<file path="src/hw/rtl/pulse_channel_with_sweep_unit_defines.svh">
// Assertion macros for the pulse channel with sweep.
`ifndef PULSE_CHANNEL_WITH_SWEEP_UNIT_DEFINES_SVH
`define PULSE_CHANNEL_WITH_SWEEP_UNIT_DEFINES_SVH

`ifndef SYNTHESIS

`define PCS_ASSERT_IMPLY(lbl, clk, rstn, ante, cons, msg) \
	lbl: assert property (@(posedge clk) disable iff (!rstn) (ante) |-> (cons)) \
		else $error(msg);

`define PCS_ASSERT_NEXT(lbl, clk, rstn, ante, cons, msg) \
	lbl: assert property (@(posedge clk) disable iff (!rstn) (ante) |=> (cons)) \
		else $error(msg);

`else

`define PCS_ASSERT_IMPLY(lbl, clk, rstn, ante, cons, msg)

`define PCS_ASSERT_NEXT(lbl, clk, rstn, ante, cons, msg)

`endif

`endif

</file>
<file path="src/hw/rtl/pcs_pkg.sv">
package pcs_pkg;

	localparam int CMD_W = 2;
	localparam int IDX_W = 3;
	localparam int VAL_W = 8;
	localparam int AMP_W = 4;

	typedef enum logic [CMD_W-1:0] {
		CMD_TICK  = 2'd0,
		CMD_STEP  = 2'd1,
		CMD_WRITE = 2'd2
	} pcs_cmd_t;

	localparam logic [IDX_W-1:0] REG_SWEEP = 3'd0;
	localparam logic [IDX_W-1:0] REG_DUTY  = 3'd1;
	localparam logic [IDX_W-1:0] REG_ENV   = 3'd2;
	localparam logic [IDX_W-1:0] REG_FLO   = 3'd3;
	localparam logic [IDX_W-1:0] REG_FHI   = 3'd4;

	typedef struct packed {
		logic [AMP_W-1:0] amplitude;
		logic             channel_active;
		logic             dac_enabled;
	} pcs_result_t;

	function automatic logic [7:0] duty_mask(input logic [1:0] sel);
		logic [7:0] m;
		case (sel)
			2'd0: m = 8'h80;
			2'd1: m = 8'hC0;
			2'd2: m = 8'hF0;
			default: m = 8'h3F;
		endcase
		return m;
	endfunction

	function automatic logic [13:0] reload_period(input logic [10:0] freq);
		logic [11:0] d;
		d = 12'd2048 - {1'b0, freq};
		return {d, 2'b00};
	endfunction

	// bit 11 of the result marks overflow past the 11-bit frequency range
	function automatic logic [11:0] sweep_calc(input logic [10:0] shadow,
			input logic [7:0] sweep_reg);
		logic [10:0] delta;
		logic [11:0] nxt;
		delta = shadow >> sweep_reg[2:0];
		if (sweep_reg[3]) begin
			nxt = {1'b0, shadow} - {1'b0, delta};
		end else begin
			nxt = {1'b0, shadow} + {1'b0, delta};
		end
		return nxt;
	endfunction

endpackage

</file>
<file path="src/hw/rtl/pcs_core.sv">
module pcs_core import pcs_pkg::*; (
	input  logic             clk,
	input  logic             arst_n,
	input  logic             advance,
	input  logic [CMD_W-1:0] cmd,
	input  logic [IDX_W-1:0] reg_index,
	input  logic [VAL_W-1:0] reg_value,
	output pcs_result_t      result
);

	logic [4:0][7:0] reg_q, n_reg;
	logic [13:0]     period_q, n_period;
	logic [2:0]      duty_q, n_duty;
	logic [6:0]      len_q, n_len;
	logic [2:0]      env_cnt_q, n_env_cnt;
	logic [3:0]      vol_q, n_vol;
	logic            env_up_q, n_env_up;
	logic [2:0]      env_pace_q, n_env_pace;
	logic [10:0]     shadow_q, n_shadow;
	logic [3:0]      swcnt_q, n_swcnt;
	logic            sweep_on_q, n_sweep_on;
	logic            neg_q, n_neg;
	logic            active_q, n_active;
	logic [2:0]      pos_q, n_pos;
	logic [11:0]     calc1, calc2;
	logic [2:0]      pace, shift;
	logic            n_dac;
	logic [7:0]      mask;

	assign pace  = reg_q[0][6:4];
	assign shift = reg_q[0][2:0];

	always_comb begin
		n_reg      = reg_q;
		n_period   = period_q;
		n_duty     = duty_q;
		n_len      = len_q;
		n_env_cnt  = env_cnt_q;
		n_vol      = vol_q;
		n_env_up   = env_up_q;
		n_env_pace = env_pace_q;
		n_shadow   = shadow_q;
		n_swcnt    = swcnt_q;
		n_sweep_on = sweep_on_q;
		n_neg      = neg_q;
		n_active   = active_q;
		n_pos      = pos_q;
		calc1      = '0;
		calc2      = '0;
		case (cmd)
			CMD_TICK: begin
				if (n_active && (n_reg[2][7:3] != 5'd0)) begin
					n_period = n_period - 14'd1;
					if (n_period == 14'd0) begin
						n_period = reload_period({n_reg[4][2:0], n_reg[3]});
						n_duty   = n_duty + 3'd1;
					end
				end
			end
			CMD_STEP: begin
				if (!pos_q[0] && n_reg[4][6] && (n_len != 7'd0)) begin
					n_len = n_len - 7'd1;
					if (n_len == 7'd0) begin
						n_active = 1'b0;
					end
				end
				if ((pos_q == 3'd7) && n_active && (n_reg[2][7:3] != 5'd0)
						&& (n_env_pace != 3'd0)) begin
					if (n_env_cnt != 3'd0) begin
						n_env_cnt = n_env_cnt - 3'd1;
					end
					if (n_env_cnt == 3'd0) begin
						n_env_cnt = n_env_pace;
						if (n_env_up) begin
							if (n_vol != 4'hF) begin
								n_vol = n_vol + 4'd1;
							end
						end else if (n_vol != 4'd0) begin
							n_vol = n_vol - 4'd1;
						end
					end
				end
				if ((pos_q == 3'd2) || (pos_q == 3'd6)) begin
					if (n_swcnt != 4'd0) begin
						n_swcnt = n_swcnt - 4'd1;
					end
					if (n_swcnt == 4'd0) begin
						n_swcnt = (pace == 3'd0) ? 4'd8 : {1'b0, pace};
						if (n_sweep_on && (pace != 3'd0)) begin
							calc1 = sweep_calc(n_shadow, reg_q[0]);
							if (reg_q[0][3]) begin
								n_neg = 1'b1;
							end
							if (calc1[11]) begin
								n_active = 1'b0;
							end
							if (!calc1[11] && (shift != 3'd0)) begin
								n_reg[3] = calc1[7:0];
								n_reg[4] = {n_reg[4][7:3], calc1[10:8]};
								n_shadow = calc1[10:0];
								calc2    = sweep_calc(n_shadow, reg_q[0]);
								if (calc2[11]) begin
									n_active = 1'b0;
								end
							end
						end
					end
				end
				n_pos = pos_q + 3'd1;
			end
			CMD_WRITE: begin
				case (reg_index)
					REG_SWEEP: begin
						if (reg_q[0][3] && !reg_value[3] && n_neg) begin
							n_neg    = 1'b0;
							n_active = 1'b0;
						end
						n_reg[0] = reg_value;
					end
					REG_DUTY: begin
						n_reg[1] = reg_value;
						n_len    = 7'd64 - {1'b0, reg_value[5:0]};
					end
					REG_ENV: begin
						if (reg_value[7:3] == 5'd0) begin
							n_active = 1'b0;
						end
						if (reg_value[3]) begin
							n_vol = n_vol + 4'd1;
						end
						n_reg[2] = reg_value;
					end
					REG_FLO: begin
						n_reg[3] = reg_value;
					end
					REG_FHI: begin
						n_reg[4] = reg_value;
						if (pos_q[0] && reg_value[6] && !reg_q[4][6] && (n_len != 7'd0)) begin
							n_len = n_len - 7'd1;
							if (n_len == 7'd0) begin
								n_active = 1'b0;
							end
						end
						if (reg_value[7]) begin
							n_neg = 1'b0;
							if (n_len == 7'd0) begin
								n_len = (pos_q[0] && reg_value[6]) ? 7'd63 : 7'd64;
							end
							n_period   = reload_period({reg_value[2:0], n_reg[3]});
							n_vol      = n_reg[2][7:4];
							n_env_up   = n_reg[2][3];
							n_env_pace = n_reg[2][2:0];
							n_env_cnt  = n_reg[2][2:0];
							n_active   = (n_reg[2][7:3] != 5'd0);
							n_shadow   = {reg_value[2:0], n_reg[3]};
							n_swcnt    = (pace == 3'd0) ? 4'd8 : {1'b0, pace};
							n_sweep_on = (pace != 3'd0) || (shift != 3'd0);
							if (shift != 3'd0) begin
								calc1 = sweep_calc(n_shadow, reg_q[0]);
								if (reg_q[0][3]) begin
									n_neg = 1'b1;
								end
								if (calc1[11]) begin
									n_active = 1'b0;
								end
							end
						end
					end
					default: begin
					end
				endcase
			end
			default: begin
			end
		endcase
	end

	assign n_dac = (n_reg[2][7:3] != 5'd0);
	assign mask  = duty_mask(n_reg[1][7:6]);

	always_comb begin
		result.channel_active = n_active;
		result.dac_enabled    = n_dac;
		result.amplitude      = (n_active && n_dac && mask[n_duty]) ? n_vol : 4'd0;
	end

	always_ff @(posedge clk or negedge arst_n) begin
		if (!arst_n) begin
			reg_q      <= '0;
			period_q   <= '0;
			duty_q     <= '0;
			len_q      <= '0;
			env_cnt_q  <= '0;
			vol_q      <= '0;
			env_up_q   <= 1'b0;
			env_pace_q <= '0;
			shadow_q   <= '0;
			swcnt_q    <= '0;
			sweep_on_q <= 1'b0;
			neg_q      <= 1'b0;
			active_q   <= 1'b0;
			pos_q      <= '0;
		end else if (advance) begin
			reg_q      <= n_reg;
			period_q   <= n_period;
			duty_q     <= n_duty;
			len_q      <= n_len;
			env_cnt_q  <= n_env_cnt;
			vol_q      <= n_vol;
			env_up_q   <= n_env_up;
			env_pace_q <= n_env_pace;
			shadow_q   <= n_shadow;
			swcnt_q    <= n_swcnt;
			sweep_on_q <= n_sweep_on;
			neg_q      <= n_neg;
			active_q   <= n_active;
			pos_q      <= n_pos;
		end
	end

endmodule

</file>
<file path="src/hw/rtl/pulse_channel_with_sweep_unit.sv">
// Square-wave sound channel with frequency sweep, volume envelope and length
// counter. Each input transaction is a clock tick, a frame-sequencer step or a
// register write; each yields exactly one result transaction with the current
// amplitude, the channel-on flag and the DAC-on flag after that update. One
// transaction is accepted every cycle while in_stall is low: the whole channel update
// is a single combinational pass between the input register and the result register,
// so throughput is one per clock unless out_stall holds the result. An accepted transaction
// is registered in the input register and then in the result register. in_stall rises only
// while the result register is held by out_stall and the input register is full.
`include "pulse_channel_with_sweep_unit_defines.svh"

module pulse_channel_with_sweep_unit import pcs_pkg::*; (
	input  logic             clk,
	input  logic             arst_n,
	input  logic             in_valid,
	output logic             in_stall,
	input  logic [CMD_W-1:0] cmd,
	input  logic [IDX_W-1:0] reg_index,
	input  logic [VAL_W-1:0] reg_value,
	output logic             out_valid,
	input  logic             out_stall,
	output logic [AMP_W-1:0] amplitude,
	output logic             channel_active,
	output logic             dac_enabled
);

	logic             valid_s1;
	logic [CMD_W-1:0] cmd_s1;
	logic [IDX_W-1:0] idx_s1;
	logic [VAL_W-1:0] val_s1;
	logic             advance;
	pcs_result_t      result;
	pcs_result_t      result_q;
	logic             out_valid_q;

	assign advance  = valid_s1 && (!out_valid_q || !out_stall);
	assign in_stall = valid_s1 && !advance;

	always_ff @(posedge clk or negedge arst_n) begin
		if (!arst_n) begin
			valid_s1 <= 1'b0;
		end else if (in_valid && !in_stall) begin
			valid_s1 <= 1'b1;
		end else if (advance) begin
			valid_s1 <= 1'b0;
		end
	end

	always_ff @(posedge clk) begin
		if (in_valid && !in_stall) begin
			cmd_s1 <= cmd;
			idx_s1 <= reg_index;
			val_s1 <= reg_value;
		end
	end

	pcs_core u_core (
		.clk       (clk),
		.arst_n    (arst_n),
		.advance   (advance),
		.cmd       (cmd_s1),
		.reg_index (idx_s1),
		.reg_value (val_s1),
		.result    (result)
	);

	always_ff @(posedge clk or negedge arst_n) begin
		if (!arst_n) begin
			out_valid_q <= 1'b0;
		end else if (advance) begin
			out_valid_q <= 1'b1;
		end else if (!out_stall) begin
			out_valid_q <= 1'b0;
		end
	end

	always_ff @(posedge clk) begin
		if (advance) begin
			result_q <= result;
		end
	end

	assign out_valid      = out_valid_q;
	assign amplitude      = result_q.amplitude;
	assign channel_active = result_q.channel_active;
	assign dac_enabled    = result_q.dac_enabled;

	`PCS_ASSERT_IMPLY(a_stall_needs_item, clk, arst_n, in_stall, valid_s1, "stall without held item")
	`PCS_ASSERT_NEXT(a_advance_fills_out, clk, arst_n, advance, out_valid_q, "result not presented")
	`PCS_ASSERT_IMPLY(a_active_needs_dac, clk, arst_n, out_valid_q && channel_active, dac_enabled, "channel on with DAC off")
	`PCS_ASSERT_IMPLY(a_amp_needs_active, clk, arst_n, out_valid_q && (amplitude != '0), channel_active, "sound from an off channel")

endmodule

</file>
<file path="config.mk">
export PLATFORM = sky130hd
export DESIGN_NAME = pulse_channel_with_sweep_unit
export DESIGN_NICKNAME = d
export VERILOG_FILES = /design/src/hw/rtl/pcs_pkg.sv /design/src/hw/rtl/pcs_core.sv /design/src/hw/rtl/pulse_channel_with_sweep_unit.sv
export VERILOG_INCLUDE_DIRS = /design/src /design/src/hw/rtl
export SDC_FILE = /design/constraint.sdc
export NUM_CORES = 1
export LEC_CHECK = 0
export ABC_AREA = 0
export BUFFER_PORTS_ARGS = -buffer_cell sky130_fd_sc_hd__buf_2
export CAP_MARGIN = 0
export CORE_MARGIN = 1.5
export CORE_UTILIZATION = 50
export CTS_CLUSTER_SIZE = 16
export DETAILED_ROUTE_END_ITERATION = 7
export PLACE_DENSITY = 0.72
export SLEW_MARGIN = 15
export SYNTH_ARGS = -nofsm -noshare
export SYNTH_HDL_FRONTEND = slang
export SYNTH_HIERARCHICAL = 1
export SYNTH_SLANG_ARGS = --single-unit
</file>
<file path="constraint.sdc">
create_clock -name clk -period 9.7 [get_ports clk]
set_input_delay 0.485 -clock clk [delete_from_list [all_inputs] [get_ports clk]]
set_output_delay 0.485 -clock clk [all_outputs]
set_load 0.05 [all_outputs]
</file>
### After elaboration in Yosys (flattened, before gate mapping)

Cells that the tools add are included.

| cells by class | value |
|---|---|
| add/subtract/negate cells | 17 |
| $mul | 0 |
| divide/modulo/power cells | 0 |
| order comparisons | 1 |
| equality and inequality tests | 28 |
| shift operators | 3 |
| mux-type cells | 111 |
| bitwise gates (word level) | 1 |
| reductions and logical operators | 65 |

Operators with widths:

| operator | number |
|---|---|
| two-way mux 12 bit | 16 |
| two-way mux 11 bit | 8 |
| two-way mux 4 bit | 15 |
| two-way mux 14 bit | 4 |
| two-way mux 7 bit | 8 |
| adder 11 x 11 -> 12 bit | 3 |
| subtractor 11 x 11 -> 12 bit | 3 |
| right shift 11 x 3 -> 11 bit | 3 |
| two-way mux 8 bit | 4 |
| two-way mux 15 bit | 2 |
| two-way mux 3 bit | 10 |
| case mux 15 bit (2 select lines) | 1 |
| two-way mux 1 bit | 28 |
| case mux 14 bit (2 select lines) | 1 |
| case mux 7 bit (2 select lines) | 2 |
| two-way mux 24 bit | 1 |
| case mux 4 bit (2 select lines) | 3 |
| case mux 8 bit (3 select lines) | 1 |
| subtractor 12 x 11 -> 12 bit, first input constant | 2 |
| case mux 11 bit (2 select lines) | 1 |
| logical AND 1 bit | 18 |
| != test 2 x 1 -> 1 bit, second input constant | 9 |
| AND reduction 5 bit | 3 |
| logical NOT 14 bit | 1 |
| 40 further kinds | 79 |

| word-level totals | value |
|---|---|
| register bits after elaboration | 116 |
| latch bits | 0 |
| RAM bits | 0 |
| ROM bits | 0 |
| bits of input ports | 17 |
| output and inout bits | 8 |
| memories | 0 |

### Logic depth before layout (Yosys ltp)

Gate-level depths: netlist of run 1.

| logic depth | value |
|---|---|
| depth in word-level cells | 24 |
| depth in mapped cells | 40 |
| gate-level depth less buffers | 35 |

### Hierarchy

The synthesis of run 1 kept the hierarchy.

Modules (own cells, without submodules):

| module | instances | cells each | area each (um^2) | seq. area each (um^2) |
|---|---|---|---|---|
| pcs_core | 1 | 1170 | 8984.9 | 2127.0 |
| pulse_channel_with_sweep_unit | 1 | 27 | 663.1 | 620.6 |

### Worst setup path after synthesis of run 1

No wires, ideal clock.

| timing | value |
|---|---|
| kind | reg2reg |
| start | register u_core/reg_q[1] (netlist bit) |
| end | register result_q (netlist bit amplitude[0]), data pin |
| arrival | 7.394 ns |
| required time | 9.524 ns |
| setup slack | 2.130 ns |
| stages on the path, launching flop included | 38 |
| period minus slack after synthesis | 7.570 ns |
| cells stage by stage | dfrtp_1 buf_2 buf_2 buf_1 mux2i_1 a2bb2oi_1 nor2_1 a21oi_1 nand2_1 nor2_1 a31oi_1 o32a_1 ha_1 buf_2 nor2b_1 o2bb2ai_1 a41oi_4 a21oi_2 [... 2 more ...] ha_1 inv_1 nor3_1 nor2_1 xor2_1 ha_1 a21oi_1 nor2b_1 o21ai_0 nand2_1 a221oi_1 a21boi_0 nand2b_1 mux2i_4 a21oi_2 a211o_1 and3b_4 nor4_1 |

| on the way | value |
|---|---|
| longest elaborated chain between the ends | 23 |
| elaborated cells between the ends (all ways) | 41 |
| classes of those cells | 6 x add/sub; 3 x shift; 27 x mux; 5 x reduce/logical |

Ends and longest elaborated chain:

| item | line | source |
|---|---|---|
| start, declared | pcs_core.sv:11 | `logic [4:0][7:0] reg_q, n_reg;` |
| start signal, assigned | pcs_core.sv:204 | `reg_q <= n_reg;` |
| right shift 11 x 3 -> 11 bit | pcs_pkg.sv:48 | `delta = shadow >> sweep_reg[2:0];` |
| adder 11 x 11 -> 12 bit or subtractor 11 x 11 -> 12 bit (tied branches) | pcs_pkg.sv:52, pcs_pkg.sv:50 |  |
| two-way mux 12 bit | pcs_pkg.sv:49 | `if (sweep_reg[3]) begin` |
| two-way mux 12 bit | pcs_core.sv:89 | `if (n_sweep_on && (pace != 3'd0)) begin` |
| two-way mux 12 bit | pcs_core.sv:87 | `if (n_swcnt == 4'd0) begin` |
| two-way mux 12 bit | pcs_core.sv:83 | `if ((pos_q == 3'd2) \|\| (pos_q == 3'd6)) begin` |
| two-way mux 12 bit | pcs_core.sv:50 | `case (cmd)` |
| right shift 11 x 3 -> 11 bit | pcs_pkg.sv:48 |  |
| [... 6 more ...] | -- |  |
| two-way mux 12 bit | pcs_core.sv:50 |  |
| two-way mux 1 bit | pcs_core.sv:102 | `if (calc2[11]) begin` |
| two-way mux 1 bit | pcs_core.sv:97 | `if (!calc1[11] && (shift != 3'd0)) begin` |
| two-way mux 1 bit | pcs_core.sv:89 |  |
| two-way mux 1 bit | pcs_core.sv:87 |  |
| two-way mux 1 bit | pcs_core.sv:83 |  |
| case mux 1 bit (2 select lines) * | pcs_core.sv:50 |  |
| logical AND 1 bit * (2 in a row) | pcs_core.sv:184 | `result.amplitude = (n_active && n_dac && mask[n_duty]) ? n_vol : 4'd0;` |
| end signal, assigned | pulse_channel_with_sweep_unit.sv:79 | `result_q <= result;` |
| end, declared | pulse_channel_with_sweep_unit.sv:33 | `pcs_result_t result_q;` |

Every way passes the cells marked *; elsewhere a longest branch is shown, timed or not. The select of a mux whose other input is x is not followed.
A chain may end at the register's enable or synchronous reset.

### Final worst setup path of run 1

| timing | value |
|---|---|
| start | register u_core/reg_q[1] (netlist bit) |
| end | register result_q (netlist bit amplitude[1]), data pin |

The elaborated chain is that of the path after synthesis.

==> summary.txt, run 1 <==
Route
  • Routed vias: ~9k
  • Initial DRC count: between 800 and 900
  • Routed vias/inst: between 6 and 7
  • DRC errors left: 0
  • WL final: 26.8 mm
  • Drt wl/cell: approximately 19 µm
  • DR pass1 iterations: 7
  • Antenna viol nets, final: 0

Synth
  • Post-synth ARST share: about 80%
  • Synthesis Warnings: 6
  • Syn Nets: approximately 1.3k
  • Mapped Cells: around 1.2k
  • Post-synthesis cell type count: 90
  • Seq/Total Area, Yosys: between 20% and 30%
  • Top_reg_cell synth: dfrtp_1
  • Avg Cell Area, Syn: 8.06 µm²
  • Synthesized area: 9650 µm²
  • Post-synth EDFFs: 19
  • Synthesis-stage register bit count: 106

Critical path
  • Slowest cell delay on critical path: roughly 650 ps
  • WP data arrival: ~8500 ps
  • Most frequent CP cell: a21oi_1
  • Crit Path Class: register to register
  • Slowest CP cell: dfrtp_1
  • CP Max Fanout: 12
  • Critical Path Source Type: register
  • Critical Path RT: between 9000 and 10000 ps
  • Crit. End Element: register

Placement
  • Post-DP Area: roughly 9900 µm²
  • Post-DP HPWL: a little under 20 mm
  • IO buf count: 24
  • GPL Wtd Cong: between 0.9 and 1
  • Dpl cells: about 1.4k

Global routing
  • GR met2 Demand/Resource: between 40% and 50%
  • GRT met3 Usage: a little over 4%
  • GR Util met1: between 30% and 40%
  • Initial antenna violation count: 0
  • GR peak layer: met2
  • Vias in the first global route: ~8.3k
  • Global-route wire length before repair: 43.5 mm
  • Gr usage total: between 20 and 30%
  • Gr ovfl total: 0
  • Largest net degree at the start of global routing: 56

STA
  • Slew Limit Fails: 0
  • Period utilization: a little under nine tenths
  • Final hold slack: roughly 44 ps
  • Final clock skew: 14.8 ps
  • Final Hold Viols: 0
  • Worst slew pin tran: 983 ps
  • RSZ-0062 raised after global routing: false
  • Setup TNS: 0 ps
  • Max-slew headroom: around a third
  • Tmin final: approximately 8300 ps
  • Count of final setup violators: 0
  • F_max: 121 MHz

Clock network
  • Worst skew pair latency: between 300 and 400 ps
  • TritonCTS clock tree: built
  • Clock sink total: 106
  • CTS buffer count: 9
  • Post-CTS setup buffer count: 0
  • CTS HTree Levels: 3
  • Post_cts resized: 0
  • Clk pin slew, worst setup/hold paths: 80 ps
  • Clk buf depth: 2
  • CTS Root Cell: clkbuf_16
  • Post-CTS Hold Buffers: 0

Hold path
  • Hold crit path type: primary input to async pin

Final layout
  • Fin cells: about 1.4k
  • P&R area growth vs syn: 6.15%
  • Layout cells sized above 1: a little over a tenth
  • Antenna diodes: 0
  • Number of nets in the layout: between 1k and 1.5k
  • Most common cell after layout, fill and taps aside: nand2_1
  • Final Cell Area: around 10000 µm²
  • Commonest non-fill, non-tap cells in the layout: nand2_1, nor2_1, a21oi_1

Job
  • Max Cap Viol: 0

Floorplanning
  • Die area: 20100 µm²
  • DIE HEIGHT: 142 µm
  • Starting Density: between 50% and 60%
  • Core box area: ~19000 µm²
  • Die X: approximately 140 µm
  • Row Count: 50
  • Top Ports: 25

Run status
  • Status: finished, final reports clean
[path summary, 6_finish.rpt]
kind                                        startpoint                              to  slack, ps  cells after the start
setup reg to reg           u_core/reg_q[1]$_DFFE_PN0P_          amplitude[1]$_DFFE_PP_       1410                     32
min in group clk                          reg_value[0]             val_s1[0]$_DFFE_PP_        290                      1
max in group asynchronous                       arst_n  u_core/shadow_q[4]$_DFFE_PN0P_       8520                      2
setup / recovery           u_core/reg_q[1]$_DFFE_PN0P_          amplitude[1]$_DFFE_PP_       1410                     32
hold reg to reg               u_core/neg_q$_DFFE_PN0P_        u_core/neg_q$_DFFE_PN0P_        500                      2
hold / removal                                  arst_n            valid_s1$_DFFE_PN0P_         40                      1
[kinds of logic (layout without fill, tap and decap cells)]
kind of cell	Yosys count	after routing	share of synthesized area, %
xor gates and xnor gates	62	62	5.82
DFF	106	106	28.5
adders and majority gates	54	54	7.08
buffers and inverters	123	106	4.98
AOI/OAI and AO/OA	358	358	24.2
and+or+nand+nor	428	428	21.3
muxes	66	66	8.18
[critical path: cells and delay by family, from the launching register on]
family / cells / cell delay (ps)
xor gates and xnor gates: 2 / 320
buffers and inverters: 1 / 60
AOI/OAI and AO/OA: 12 / 2900
adders and majority gates: 3 / 970
DFF: 1 / 650
and+or+nand+nor: 12 / 2580
muxes: 2 / 600
[synth_stat cells (all sizes together), types with 6 or more instances]
cell type	n	share of area (%)
o22ai	7	0.45
a31oi	17	1.1
o211ai	9	0.70
and2	8	0.53
clkbuf	51	2.0
nand3	45	2.4
ha	53	6.9
a21o	13	1.1
nand2	131	5.1
a21boi	6	0.54
o31ai	9	0.70
a221oi	7	0.64
mux2i	27	2.9
nor4	13	0.84
inv	51	2.0
or3	13	0.84
nor2b	10	0.65
o21ai	99	5.2
xor2	31	2.8
dfrtp	87	23
mux4	6	1.4
nand4	7	0.45
nor3b	6	0.58
nor2	114	4.4
edfxtp	19	5.9
mux2	33	3.9
xnor2	31	3.0
a21oi	109	5.8
a211oi	10	0.78
nor3	30	1.6
and3	13	0.86
buf	21	1.0
nand2b	14	0.91
[flip-flops by register name (all words and copies together) (netlist names), 4 cells and up]
register / cells
u_core/period_q: 14
u_core/shadow_q: 11
u_core/swcnt_q: 4
val_s1: 8
u_core/len_q: 7
amplitude: 4
u_core/reg_q: 26
u_core/vol_q: 4
[per-stage QoR]
stage	worst slack, ps	util (%)
after floorplan	2130	-
after global placement	1870	52.7
after detailed placement	1550	52.7
after CTS	1580	54.4
after global routing	775	54.4
final	1410	54.4
[final cells by class]
cell class / instances / area (µm²)
well taps: 260 / 325
multi-input cells: 968 / 6430
fillers: 1730 / 8590
inverters: 51 / 191
flip-flops and latches: 106 / 2750
clock buffers: 10 / 239
repair buffers: 39 / 235
clock inverters: 6 / 71.3
[metal layers]
metal	wire length, µm	vias up
met2	12100	353
met4	709	0
met5	0	-
met1	12200	4262
met3	1780	50
li1	-	4320
Power of run 1 is left out: the tool's default activity adds up to more than one toggle a clock period on the data nets, which glitch-free logic cannot reach.
==> run 2, diff against run 1 <==
--- a/config.mk
+++ b/config.mk
@@ -11,6 +11,7 @@
 export CAP_MARGIN = 0
 export CORE_MARGIN = 1.5
 export CORE_UTILIZATION = 50
+export CTS_BUF_LIST = sky130_fd_sc_hd__clkbuf_8
 export CTS_CLUSTER_SIZE = 16
 export DETAILED_ROUTE_END_ITERATION = 7
 export PLACE_DENSITY = 0.72
==> run 2 against run 1 <==
Effect of this change: the run now ends with negative hold slack left; count of clock-buffer cells in the layout did not move; cell count did not move; routed wire length fell by 1.0%; hold slack got worse by 49 ps; first-iteration DRC count fell by 19%; core utilization fell by 0.54 points; flip-flop and latch count did not move; design area fell by 0.99%; sequential share of layout area rose by 0.27 points; critical path type unchanged.
==> summary.txt, run 2 (synthesis results as in run 1) <==
Run status
  • Status: finished with violations
  • Violated checks: negative hold slack

Placement
  • Post-DP HPWL: a little under 20 mm
  • IO buf count: 24
  • GPL Wtd Cong: approximately 0.93

STA
  • Slew Limit Fails: 0
  • Max-slew headroom: about a third
  • Final Hold Viols: 2
  • Count of final setup violators: 0
  • Final clock skew: approximately 24 ps
  • RSZ-0062 raised after global routing: false
  • F_max: 121 MHz
  • Setup TNS: 0 ps
  • Period utilization: 85.0%
  • Tmin final: approximately 8000 ps
  • Worst slew pin tran: 988 ps
  • Final hold slack: -4.48 ps

Final layout
  • Max reg flops: 26
  • Layout cells sized above 1: roughly 11%
  • Core Util, Final: between 50% and 60%
  • Commonest non-fill, non-tap cells in the layout: nand2_1, nor2_1, a21oi_1
  • Most common cell after layout, fill and taps aside: nand2_1
  • P&R area growth vs syn: 5.10%
  • Biggest regs: u_core/reg_q: 26 flops, u_core/period_q: 14 flops, u_core/shadow_q: 11 flops
  • Number of nets in the layout: 1246
  • Antenna diodes: 0
  • Biggest register: u_core/reg_q

Clock network
  • Clk pin slew, worst setup/hold paths: 120 ps
  • CTS HTree Levels: 3
  • CTS Root Cell: clkbuf_8
  • Post-CTS Hold Buffers: 0
  • CTS buffer count: 9
  • Clock sink total: ~110
  • Post-CTS setup buffer count: 0
  • Post_cts resized: 0
  • TritonCTS clock tree: built
  • Worst skew pair latency: roughly 410 ps
  • Clk buf depth: 2

Global routing
  • GR Util met1: between 30% and 40%
  • Vias in the first global route: between 8k and 9k
  • Initial antenna violation count: 0
  • Largest net degree at the start of global routing: between 50 and 60
  • GR peak layer: met2
  • Global-route wire length before repair: 43.2 mm
  • Gr ovfl total: 0
  • Gr usage total: 26.8%
  • GR met2 Demand/Resource: between 40% and 50%
  • GRT met3 Usage: under 10%

Floorplanning
  • DIE HEIGHT: 142 µm
  • Die X: roughly 140 µm
  • Core box area: ~19000 µm²
  • Top Ports: 25
  • Row Count: 50
  • Die area: between 20000 and 25000 µm²
  • Starting Density: 51.2%

Critical path
  • Critical Path Source Type: register
  • Critical register-to-register path startpoint: u_core/reg_q[1]$_DFFE_PN0P_
  • Slowest CP cell: dfrtp_1
  • CP Max Fanout: 12
  • Bufs and invs on worst path: 1
  • Critical Path RT: around 9900 ps
  • Delay-heaviest family, CP: compound AO/OA/AOI/OAI gates
  • Slowest cell delay on critical path: 660 ps
  • Crit path launch: u_core/reg_q[1]$_DFFE_PN0P_
  • Most frequent CP cell: ha_1
  • Crit. End Element: register
  • Crit Path Class: register to register
  • WP data arrival: between 8000 and 9000 ps

Route
  • Routed vias: 8973
  • Routed vias/inst: 6.23
  • DR pass1 iterations: 5
  • Drt wl/cell: ~18 µm
  • DRC errors left: 0
  • Initial DRC count: between 600 and 700
  • Antenna viol nets, final: 0
  • WL final: between 20 and 30 mm

Job
  • Max Cap Viol: 0

Hold path
  • Hold crit path type: primary input to async pin
## run 2: through the flow
step           setup slack, ps  hold WS [ps]  cell area (µm²)  cells
6_report                  1450         -4.48            10100   1440
4_1_cts                   1580          7.17            10100   1440
2_1_floorplan             2130           189             9650   1197
3_5_place_dp              1550           457             9930   1424
3_3_place_gp              1870           454             9930   1424
5_1_grt                    768          23.6            10100   1440
## run 2: layer usage
| layer | wire, µm | part of all wire, % | vias to the layer above |
|---|---|---|---|
| met5 | 0 | 0 | - |
| met4 | 750 | 2.8 | 0 |
| met3 | 1850 | 7.0 | 63 |
| met2 | 12000 | 45 | 340 |
| met1 | 11900 | 45 | 4242 |
| li1 | - | - | 4328 |
## run 2: worst paths after layout
path                                                        to  slack (ps)  depth (start not counted)
worst max-delay path                    amplitude[3]$_DFFE_PP_        1450                         32
worst min-delay path                      valid_s1$_DFFE_PN0P_          -4                          1
worst max register to register          amplitude[3]$_DFFE_PP_        1450                         32
worst min register to register        u_core/neg_q$_DFFE_PN0P_         510                          2
max in group asynchronous       u_core/shadow_q[4]$_DFFE_PN0P_        8570                          2
min in group clk                           val_s1[0]$_DFFE_PP_         240                          1
## run 2: cell type report
| cell class | instances | area, µm² |
|---|---|---|
| timing repair buffer | 39 | 235 |
| fill | 1748 | 8690 |
| clock inverter | 6 | 71.3 |
| inverter | 51 | 191 |
| multi-input combinational | 968 | 6430 |
| clock buffer | 10 | 138 |
| sequential | 106 | 2750 |
| tap | 260 | 325 |
Power of run 2 is left out for the same reason.
==> run 3, diff against run 2 <==
==> constraint.sdc (replaced) <==
create_clock -name clk -period 9.95 [get_ports clk]
set_input_delay 0.4975 -clock clk [delete_from_list [all_inputs] [get_ports clk]]
set_output_delay 0.4975 -clock clk [all_outputs]
set_load 0.05 [all_outputs]
==> run 3 against run 2 <==
Effect of this change: first-iteration DRC count increased by 35%; design area about the same; the run now ends clean; non-clock buffer count unchanged; highest routed layer unchanged; cell count about the same; register-to-register slack improved by 300 ps; count of clock-buffer cells in the layout unchanged; routed wire length increased by 0.36%; fmax increased by 0.59%; sequential share of layout area about the same; core utilization about the same; setup slack improved by 300 ps; die area unchanged.
==> summary.txt, run 3 (synthesis results as in run 1) <==
Final layout
  • Fillcell total: ~1.8k
  • Layout cells sized above 1: between 10% and 20%
  • Area of the multi-input gates: ~6400 µm²
  • Most common cell after layout, fill and taps aside: nand2_1
  • Number of nets in the layout: approximately 1.2k
  • Biggest register: u_core/reg_q
  • P&R area growth vs syn: 5.15%
  • Final Cell Area: 10100 µm²
  • Commonest non-fill, non-tap cells in the layout: nand2_1, nor2_1, a21oi_1
  • Biggest regs: u_core/reg_q: 26 flops, u_core/period_q: 14 flops, u_core/shadow_q: 11 flops
  • Flip-flop and latch area: 2750 µm²
  • Max reg flops: 26

STA
  • Slew Limit Fails: 0
  • Worst slew pin tran: approximately 1000 ps
  • Tmin final: 8200 ps
  • Count of final setup violators: 0
  • Period utilization: approximately 82%
  • Crit path setup slack, layout: roughly 1800 ps
  • Setup TNS: 0 ps
  • Final Hold Viols: 0
  • F_max: ~120 MHz
  • RSZ-0062 raised after global routing: false
  • Final clock skew: approximately 24 ps
  • Max-slew headroom: between 30% and 40%

Global routing
  • Gr ovfl total: 0
  • Gr usage total: 26.7%
  • Global-route wire length before repair: approximately 43 mm
  • Vias in the first global route: around 8.2k
  • Largest net degree at the start of global routing: 56
  • Initial antenna violation count: 0

Critical path
  • Delay-heaviest family, CP: compound AO/OA/AOI/OAI gates
  • Critical Path RT: approximately 10000 ps
  • Critical register-to-register path startpoint: u_core/reg_q[1]$_DFFE_PN0P_
  • Bufs and invs on worst path: 2
  • Crit Path Class: register to register
  • Slowest cell delay on critical path: slightly below 800 ps
  • Worst Reg-to-Reg Cells: 31
  • WP depth: 31
  • Crit. End Element: register
  • Slowest CP cell: nor3_1
  • Critical Path Source Type: register
  • Crit path launch: u_core/reg_q[1]$_DFFE_PN0P_
  • WP data arrival: 8420 ps
  • CP Max Fanout: 28

Route
  • Antenna viol nets, final: 0
  • Routed vias/inst: 6.29
  • Drt wl/cell: ~18 µm
  • DR pass1 iterations: 5
  • DRC errors left: 0
  • Routed vias: about 9.1k
  • WL final: about 27 mm
  • Initial DRC count: 906

Placement
  • GPL Wtd Cong: about 0.94
  • Post-DP Area: ~9900 µm²
  • Post-DP HPWL: 19.5 mm
  • IO buf count: 24
  • Post-Place Worst Slack: between 1500 and 2000 ps

Clock network
  • Clk pin slew, worst setup/hold paths: between 100 and 150 ps
  • Clock sink total: between 100 and 150
  • TritonCTS clock tree: built
  • CTS HTree Levels: 3
  • Worst skew pair latency: between 400 and 500 ps
  • Clk buf depth: 2
  • Post_cts resized: 0
  • Post-CTS Hold Buffers: 0
  • Post-CTS setup buffer count: 0
  • CTS Root Cell: clkbuf_8
  • CTS buffer count: 9

Floorplanning
  • Row Count: 50
  • Die X: between 100 and 150 µm
  • Die area: approximately 20000 µm²
  • Core box area: 18800 µm²
  • Top Ports: 25
  • DIE HEIGHT: 142 µm
  • Starting Density: ~50%

Job
  • Max Cap Viol: 0

Hold path
  • Hold crit path type: primary input to async pin

Run status
  • Status: finished, final reports clean
==> run 3: worst paths after layout <==
| kind | slack, ps | to |
|---|---|---|
| worst max-delay path | 1750 | amplitude[3]$_DFFE_PP_ |
| max in group asynchronous | 8820 | u_core/shadow_q[4]$_DFFE_PN0P_ |
| worst min-delay path | 3 | valid_s1$_DFFE_PN0P_ |
| worst max register to register | 1750 | amplitude[3]$_DFFE_PP_ |
| min in group clk | 250 | val_s1[2]$_DFFE_PP_ |
| worst min register to register | 500 | u_core/duty_q[2]$_DFFE_PN0P_ |
==> run 3: per-stage QoR <==
step / cells / utilization [%] / hold slack [ps]
final: 1441 / 53.9 / 2.74
after global routing: 1440 / 53.9 / 26.0
after CTS: 1440 / 53.9 / 12.6
after detailed placement: 1424 / 52.7 / 470
after global placement: 1424 / 52.7 / 468
after floorplan: 1197 / - / 202
==> run 3: cell type report <==
type                       count  area share (%)
sequential                   106            27.1
inverter                      51            1.89
tap                          260            3.21
multi-input combinational    968            63.3
clock buffer                  10            1.36
clock inverter                 6           0.777
antenna                        1          0.0247
timing repair buffer          39            2.32
==> run 3: metal layers <==
layer  share of wire [%]  vias up  global-route usage (%)
met5                   0        -                       0
met4                 2.6        0                    8.41
met3                 7.9       54                    4.96
met2                  45      408                    42.9
met1                  44     4282                    36.4
li1                    -     4327                       -
Power of run 3 is left out for the same reason.
